==> config.mk <==
export PLATFORM = sky130hd
export DESIGN_NAME = quoted_printable_encoder_unit
export DESIGN_NICKNAME = d
export VERILOG_FILES = /design/src/hdl/qpe_pkg.sv /design/src/hdl/qpe_front.sv /design/src/hdl/qpe_queue.sv /design/src/hdl/qpe_back.sv /design/src/hdl/quoted_printable_encoder_unit.sv
export SDC_FILE = /design/constraint.sdc
export NUM_CORES = 1
export LEC_CHECK = 0
export ABC_CLOCK_PERIOD_IN_PS = 4600
export BUFFER_PORTS_ARGS = -buffer_cell sky130_fd_sc_hd__buf_2
export CAP_MARGIN = 20
export CORE_MARGIN = 3
export CORE_UTILIZATION = 53
export CTS_BUF_LIST = sky130_fd_sc_hd__clkbuf_4 sky130_fd_sc_hd__clkbuf_8
export DETAILED_ROUTE_END_ITERATION = 8
export PLACE_DENSITY = 0.71
export SETUP_SLACK_MARGIN = 0.3
export SYNTH_ARGS = -nofsm -noshare
export SYNTH_HDL_FRONTEND = slang
export SYNTH_SLANG_ARGS = --single-unit
==> constraint.sdc <==
create_clock -name clk -period 4.6 [get_ports clk]
set_input_delay 0.69 -clock clk [delete_from_list [all_inputs] [get_ports clk]]
set_output_delay 0.69 -clock clk [all_outputs]
set_load 0.005 [all_outputs]
==> src/hdl/qpe_pkg.sv <==
// Shared types, constants and helper functions of the quoted-printable encoder.
`timescale 1ns / 1ps
`default_nettype none
package qpe_pkg;

	localparam int unsigned QDEPTH = 4;
	localparam int unsigned QPTR_W = $clog2(QDEPTH);
	localparam int unsigned NSLOT = 9;

	localparam logic [7:0] COL_RESET = 8'd73;
	localparam logic [7:0] CH_LF = 8'd10;
	localparam logic [7:0] CH_CR = 8'd13;
	localparam logic [7:0] CH_SPACE = 8'd32;
	localparam logic [7:0] CH_EQ = 8'd61;
	localparam logic [7:0] CH_TILDE = 8'd126;
	localparam logic [7:0] CH_TWO = 8'd50;
	localparam logic [7:0] CH_ZERO = 8'd48;

	typedef enum logic [1:0] {
		HELD_NONE,
		HELD_SPACE,
		HELD_EQ20
	} held_kind_t;

	typedef enum logic [1:0] {
		MAIN_NONE,
		MAIN_LIT,
		MAIN_ESC
	} main_kind_t;

	// One byte's worth of output work, as handed from front to back.
	typedef struct packed {
		held_kind_t held;
		logic brk;
		main_kind_t main;
		logic [7:0] data;
		logic last;
	} job_t;

	function automatic logic [7:0] sat_add(input logic [7:0] a, input logic [1:0] k);
		logic [8:0] s;
		s = {1'b0, a} + {7'b0, k};
		return s[8] ? 8'hFF : s[7:0];
	endfunction

	function automatic logic [7:0] hex_digit(input logic [3:0] v);
		logic [7:0] w;
		w = {4'b0, v};
		return (v < 4'd10) ? (CH_ZERO + w) : (8'd55 + w);
	endfunction

endpackage
`default_nettype wire

==> src/hdl/qpe_front.sv <==
// Front end: accepts message bytes, tracks the column, classifies each byte into a job.
`timescale 1ns / 1ps
`default_nettype none
module qpe_front (
	input wire logic clk,
	input wire logic arst_n,
	input wire logic cfg_wen,
	input wire logic [7:0] cfg_wdata,
	input wire logic acc,
	input wire logic [7:0] in_byte,
	input wire logic msg_last,
	output qpe_pkg::job_t job,
	output logic job_push
);
	import qpe_pkg::*;

	logic [7:0] col_limit_q;
	logic [7:0] col_q;
	logic held_q;

	logic line_end, escape, is_space;
	logic [7:0] col_a, col_b, col_n;
	logic held_n;

	always_comb begin
		line_end = (in_byte == CH_LF) || (in_byte == CH_CR);
		escape = (in_byte < CH_SPACE) || (in_byte == CH_EQ) || (in_byte > CH_TILDE);
		is_space = (in_byte == CH_SPACE);

		job.data = in_byte;
		job.last = msg_last;
		job.held = HELD_NONE;
		col_a = col_q;
		if (held_q) begin
			job.held = line_end ? HELD_EQ20 : HELD_SPACE;
			col_a = sat_add(col_q, line_end ? 2'd3 : 2'd1);
		end

		job.brk = !line_end && (col_a >= col_limit_q);
		col_b = job.brk ? 8'd0 : col_a;

		held_n = 1'b0;
		if (line_end) begin
			job.main = MAIN_LIT;
			col_n = 8'd0;
		end else if (escape) begin
			job.main = MAIN_ESC;
			col_n = sat_add(col_b, 2'd3);
		end else if (is_space && !msg_last) begin
			job.main = MAIN_NONE;
			col_n = col_b;
			held_n = 1'b1;
		end else begin
			job.main = MAIN_LIT;
			col_n = sat_add(col_b, 2'd1);
		end
		if (msg_last) begin
			col_n = 8'd0;
		end

		// drop jobs that write nothing (a space being held)
		job_push = acc && ((job.held != HELD_NONE) || job.brk || (job.main != MAIN_NONE));
	end

	always_ff @(posedge clk or negedge arst_n) begin
		if (!arst_n) begin
			col_limit_q <= COL_RESET;
			col_q <= 8'd0;
			held_q <= 1'b0;
		end else begin
			if (cfg_wen) begin
				col_limit_q <= cfg_wdata;
			end
			if (acc) begin
				col_q <= col_n;
				held_q <= held_n;
			end
		end
	end

endmodule
`default_nettype wire

==> src/hdl/qpe_queue.sv <==
// Short job queue decoupling the classifier from the character sequencer.
`timescale 1ns / 1ps
`default_nettype none
module qpe_queue (
	input wire logic clk,
	input wire logic arst_n,
	input wire logic push,
	input qpe_pkg::job_t push_job,
	output logic full,
	input wire logic pop,
	output qpe_pkg::job_t head,
	output logic head_valid
);
	import qpe_pkg::*;

	job_t mem_q [QDEPTH];
	logic [QPTR_W-1:0] wr_q, rd_q;
	logic [QPTR_W:0] cnt_q;

	assign full = (cnt_q == (QPTR_W+1)'(QDEPTH));
	assign head_valid = (cnt_q != '0);
	assign head = mem_q[rd_q];

	always_ff @(posedge clk or negedge arst_n) begin
		if (!arst_n) begin
			wr_q <= '0;
			rd_q <= '0;
			cnt_q <= '0;
		end else begin
			if (push) begin
				wr_q <= wr_q + 1'b1;
			end
			if (pop) begin
				rd_q <= rd_q + 1'b1;
			end
			cnt_q <= cnt_q + {{QPTR_W{1'b0}}, push} - {{QPTR_W{1'b0}}, pop};
		end
	end

	always_ff @(posedge clk) begin
		if (push) begin
			mem_q[wr_q] <= push_job;
		end
	end

endmodule
`default_nettype wire

==> src/hdl/qpe_back.sv <==
// Back end: walks the head job's slots, one beat per cycle unless stalled.
`timescale 1ns / 1ps
`default_nettype none
module qpe_back (
	input wire logic clk,
	input wire logic arst_n,
	input qpe_pkg::job_t head,
	input wire logic head_valid,
	output logic pop,
	output logic out_valid,
	input wire logic out_ready,
	output logic [7:0] out_byte,
	output logic run_last,
	output logic msg_end
);
	import qpe_pkg::*;

	logic [NSLOT-1:0] done_q;
	logic [NSLOT-1:0] present, rem, pick;
	logic [7:0] chr [NSLOT];
	logic [7:0] sel;
	logic last_slot, issue;

	always_comb begin
		present[0] = (head.held != HELD_NONE);
		present[1] = (head.held == HELD_EQ20);
		present[2] = (head.held == HELD_EQ20);
		present[3] = head.brk;
		present[4] = head.brk;
		present[5] = head.brk;
		present[6] = (head.main != MAIN_NONE);
		present[7] = (head.main == MAIN_ESC);
		present[8] = (head.main == MAIN_ESC);

		chr[0] = (head.held == HELD_EQ20) ? CH_EQ : CH_SPACE;
		chr[1] = CH_TWO;
		chr[2] = CH_ZERO;
		chr[3] = CH_EQ;
		chr[4] = CH_CR;
		chr[5] = CH_LF;
		chr[6] = (head.main == MAIN_ESC) ? CH_EQ : head.data;
		chr[7] = hex_digit(head.data[7:4]);
		chr[8] = hex_digit(head.data[3:0]);

		// lowest slot still to go
		rem = present & ~done_q;
		pick = rem & (~rem + 1'b1);
		last_slot = ((rem & ~pick) == '0);
		sel = '0;
		for (int i = 0; i < NSLOT; i++) begin
			sel = sel | (pick[i] ? chr[i] : 8'd0);
		end

		issue = head_valid && (!out_valid || out_ready);
		pop = issue && last_slot;
	end

	always_ff @(posedge clk or negedge arst_n) begin
		if (!arst_n) begin
			done_q <= '0;
			out_valid <= 1'b0;
		end else begin
			if (issue) begin
				out_valid <= 1'b1;
				done_q <= last_slot ? '0 : (done_q | pick);
			end else if (out_ready) begin
				out_valid <= 1'b0;
			end
		end
	end

	always_ff @(posedge clk) begin
		if (issue) begin
			out_byte <= sel;
			run_last <= last_slot;
			msg_end <= last_slot && head.last;
		end
	end

endmodule
`default_nettype wire

==> src/hdl/quoted_printable_encoder_unit.sv <==
// Top level of the streaming quoted-printable encoder.
// With the queue empty, a byte's job is first written into the job queue, then its first character is registered.
// Throughput: the output port moves one character per cycle while m_tready is high and a job is queued; a byte
//   expands into 0 to 7 characters (3 for an escape); the back end's single output register sets it.
// Input beats are taken every cycle while the 4-entry job queue has room.
// Reset (arst_n low, asynchronous): column 0, no space held, queue empty, column limit 73.
`timescale 1ns / 1ps
`default_nettype none
module quoted_printable_encoder_unit (
	input wire logic clk,
	input wire logic arst_n,
	// column limit register
	input wire logic cfg_wen,
	input wire logic [7:0] cfg_wdata,
	// message bytes in
	input wire logic s_tvalid,
	output logic s_tready,
	input wire logic [7:0] s_tdata, // [7:0] in_byte
	input wire logic s_tlast, // msg_last
	// encoded characters out
	output logic m_tvalid,
	input wire logic m_tready,
	output logic [7:0] m_tdata, // [7:0] out_byte
	output logic m_tlast, // run_last
	output logic m_tuser // [0] msg_end
);
	import qpe_pkg::*;

	job_t fr_job, hd_job;
	logic fr_push, q_full, hd_valid, bk_pop, s_acc;

	// Take a beat whenever the queue can hold the job it may create.
	assign s_tready = !q_full;
	assign s_acc = s_tvalid && s_tready;

	// Front: column tracking, held-space handling and byte classification.
	qpe_front u_front (
		.clk(clk),
		.arst_n(arst_n),
		.cfg_wen(cfg_wen),
		.cfg_wdata(cfg_wdata),
		.acc(s_acc),
		.in_byte(s_tdata),
		.msg_last(s_tlast),
		.job(fr_job),
		.job_push(fr_push)
	);

	// Queue: lets input keep flowing while escapes and soft breaks drain.
	qpe_queue u_queue (
		.clk(clk),
		.arst_n(arst_n),
		.push(fr_push),
		.push_job(fr_job),
		.full(q_full),
		.pop(bk_pop),
		.head(hd_job),
		.head_valid(hd_valid)
	);

	// Back: expand each job into characters behind a registered output beat.
	qpe_back u_back (
		.clk(clk),
		.arst_n(arst_n),
		.head(hd_job),
		.head_valid(hd_valid),
		.pop(bk_pop),
		.out_valid(m_tvalid),
		.out_ready(m_tready),
		.out_byte(m_tdata),
		.run_last(m_tlast),
		.msg_end(m_tuser)
	);

endmodule
`default_nettype wire

==> results.md <==
- Clk pin slew, worst setup/hold paths: 0.10 ns
- Vias: 3845
- Crit path max fanout: 5
- Crit-path max cell delay: 0.40 ns
- RSZ-0062 raised after global routing: yes
- Max-slew violation count: 0
- RR Startpoint: u_front.col_q[0]
- First-pass GRT wire length: 19.0 mm
- Worst Path Arrival: 4.56 ns
- Hold-fix buffers, CTS: 0
- Crit path cell chain: buf_2 > and3b_2 > o2111ai_4 > fa_2 > buf_6 > and3b_2 > buf_6 > a21o_1 > inv_2 > ha_2 > or2_2 > a21oi_1 > or3_4 > a21oi_4 > nand2b_4 > buf_12 > ha_4 > a211oi_2 > xnor2_1 > o21ai_1 > a32o_1
- Crit end category: flip-flop
- Setup WS pre-CTS: -0.213 ns
- Max-slew headroom: 0.311
- Die Ht: 106 um
- Total of max-cap violations: 0
- WL per Instance: 17.6 um
- Outcome: finished clean
- WS Path Type: input pin to flip-flop
- Post-Syn Nets: 506
- Comb power frac: 0.483
- CTS tree: yes
- Leak: 0.00250 uW
- Most frequent cells in the layout: 66 x edfxtp_1, 36 x buf_4, 35 x nand2_1, 34 x nor2_1, 33 x inv_1
- Initial antenna violation count: 0
- Die width: 106 um
- Share of post-route cells with drive strength above 1: 0.302
- Mapped Avg Cell Area: 11.5 um2
- Maximum buffer depth of the clock tree: 2
- I/O pin count: 34
- Largest net degree at the start of global routing: 35
- Req. time, crit path: 4.86 ns
- Final Hold Viols: 0
- Fmax: 233 MHz
- Fill count: 719
- Syn Inst Count: 463
- Synth warn: 0
- Grt ovf: 0
- Layout area overhead: 21.5%
- PD cells: 586 mW/mm2
- Fin crit period: 4.30 ns
- Core area: 0.00950 mm2
- Post-Syn Area: 0.00533 mm2
- CTS root buf: clkbuf_8
- Slew of the pin with the lowest slew margin: 1.03 ns
- Hold Crit Class: input pin to asynchronous set/reset pin
- Synth Flop Type: edfxtp_1
- Area after DPL: 0.00598 mm2
- Crit path buf inv count: 5
- TritonCTS buffer count: 9
- Clk sinks: 100
- Levels on crit path: 21
- Routed WL: 11.8 mm
- Diode count: 0
- Clk_lat worst skew: 0.37 ns
- DRC Markers: 0
- Maximum VDD drop: 251 uV
- Yosys top cell area share: 0.372
- Commonest non-fill, non-tap cell in the layout: edfxtp_1
- Post-Route Skew: 0.0106 ns
- R2R depth: 19
- # setup viols final: 0
- Crit path launch: s_tdata[1]
- Final setup margin: 0.301 ns
- CP Launch Type: input pin
- Final Net Count: 581
- Distinct cells, synth: 69
- Register share of total power: 0.376
- Vias/cell: 5.72
- Final Cell Area: 0.00647 mm2
- Post-synth EDFFs: 66
- Starting Density: 0.561
- Internal: 2320 uW
- Number of synthesized register bits: 100
- Clock share of power: 0.141
- GP Congestion: 0.918
- Row cnt: 35
- IO buf count: 33
- CTS H-tree lvls: 3
- GRT Overall Usage: 0.218
- Final period utilization: 0.935
- Net Switching: 1470 uW
- Initial DRC Count: 291
- Worst hold margin: 0.387 ns
- Pre-antenna DRT Iters: 5
- Vias in the first global route: 3739
- Die footprint: 0.0113 mm2
- CP delay by family, top: simple AND/OR/NAND/NOR gates
- Post-DP HPWL: 8.28 mm
- Top area cells in the synthesized netlist: edfxtp_1 37%, dfrtp_1 15%, mux4_2 5.9%, ha_1 4.5%, xnor2_1 2.6%
- Post-DRT Antenna Nets: 0
- Highest-delay cell along the critical path: fa_2
- Switching Share: 0.388
- Synth area leader: edfxtp_1
- Async S/R FF share, synth: 0.340
- Post-route setup TNS: 0 ns
- Seq/Total Area, Yosys: 0.533
[path summary, 6_finish.rpt]
path | slack [ns] | endpoint
max | 0.30 | u_front.col_q[6]
min | 0.39 | u_back.done_q[4]
max reg2reg | 0.49 | u_front.col_q[6]
min reg2reg | 0.50 | u_back.out_valid
max in group asynchronous | 3.72 | u_front.col_q[4]
min in group clk | 0.50 | u_back.out_valid
[cells by family after synthesis]
kind of cell | synth area share
xor+xnor | 0.0280
mux | 0.0691
compound gates | 0.132
flops | 0.533
buf+inv | 0.0413
simple gates | 0.143
fa+ha+maj | 0.0540
[power groups by stage]
stage / clock (uW) / combinational, uW / sequential [uW]
2_1_floorplan: 0 / 1210 / 1380
3_3_place_gp: 0 / 1580 / 1430
3_5_place_dp: 0 / 1640 / 1440
4_1_cts: 545 / 1670 / 1420
5_1_grt: 581 / 2020 / 1450
6_report: 534 / 1830 / 1420
[what timing repair did]
item	CTS	global route
gates resized for setup	6	31
setup buffers	0	13
endpoints found under the hold margin	0	0
endpoints found under the setup margin	8	9
pin swaps	2	27
[cells in the mapped netlist, types with 3 or more instances]
master    number
o21ai_1       12
a21o_1         4
nand2_1       36
edfxtp_1      66
nand3_1       11
inv_1         37
o21a_1         5
a31oi_1        3
clkbuf_1       7
ha_1          19
xnor2_1       16
and2_1        13
nor2b_1        3
nor3_1         7
a32o_1         5
nor2_1        36
a211oi_1       5
a21oi_1       25
mux2i_1        3
mux4_2        14
o211ai_1       3
nand2b_1       7
o21ai_0       24
dfrtp_1       31
dfstp_2        3
or2_2          5
nand4_1        4
buf_2          5
[sequential cells by signal (all words and copies together) (netlist names), 2 cells and up]
register             cells
u_back.done_q            9
u_back.out_byte          8
u_front.col_limit_q      8
u_front.col_q            8
u_queue.cnt_q            3
u_queue.mem_q           56
u_queue.rd_q             2
u_queue.wr_q             2
[cell type report]
cell class / count / area, um2 / share of cell area
Sequential cell: 100 / 2840 / 0.438
Multi-Input combinational cell: 311 / 2530 / 0.391
Timing Repair Buffer: 79 / 621 / 0.0959
Tap cell: 129 / 161 / 0.0249
Inverter: 37 / 141 / 0.0218
Clock buffer: 9 / 124 / 0.0191
Clock inverter: 7 / 57.6 / 0.00889
[worst reg2reg max path, stage by stage (launching register included)]
cell	delay, ns
dfrtp_1	0.52
inv_1	0.12
fa_2	0.40
buf_6	0.13
and3b_2	0.28
buf_6	0.11
a21o_1	0.16
inv_2	0.06
ha_2	0.30
or2_2	0.09
a21oi_1	0.06
or3_4	0.39
a21oi_4	0.23
nand2b_4	0.19
buf_12	0.11
ha_4	0.16
a211oi_2	0.06
xnor2_1	0.26
o21ai_1	0.11
a32o_1	0.26
[routing by layer]
layer | share of wire | GRT usage | vias up
met1 | 0.42 | 0.276 | 1872
met5 | 0 | 0 | -
li1 | - | - | 1849
met3 | 0.043 | 0.0437 | 22
met2 | 0.52 | 0.376 | 102
met4 | 0.022 | 0.0703 | 0
[through the flow]
stage / util / total power [uW] / std cells
6_report: 0.681 / 3790 / 672
5_1_grt: 0.681 / 4060 / 672
4_1_cts: 0.651 / 3640 / 658
3_5_place_dp: 0.629 / 3080 / 642
3_3_place_gp: 0.629 / 3010 / 642
2_1_floorplan: - / 2580 / 463
Note: power is estimated with default switching activity, not from simulation.
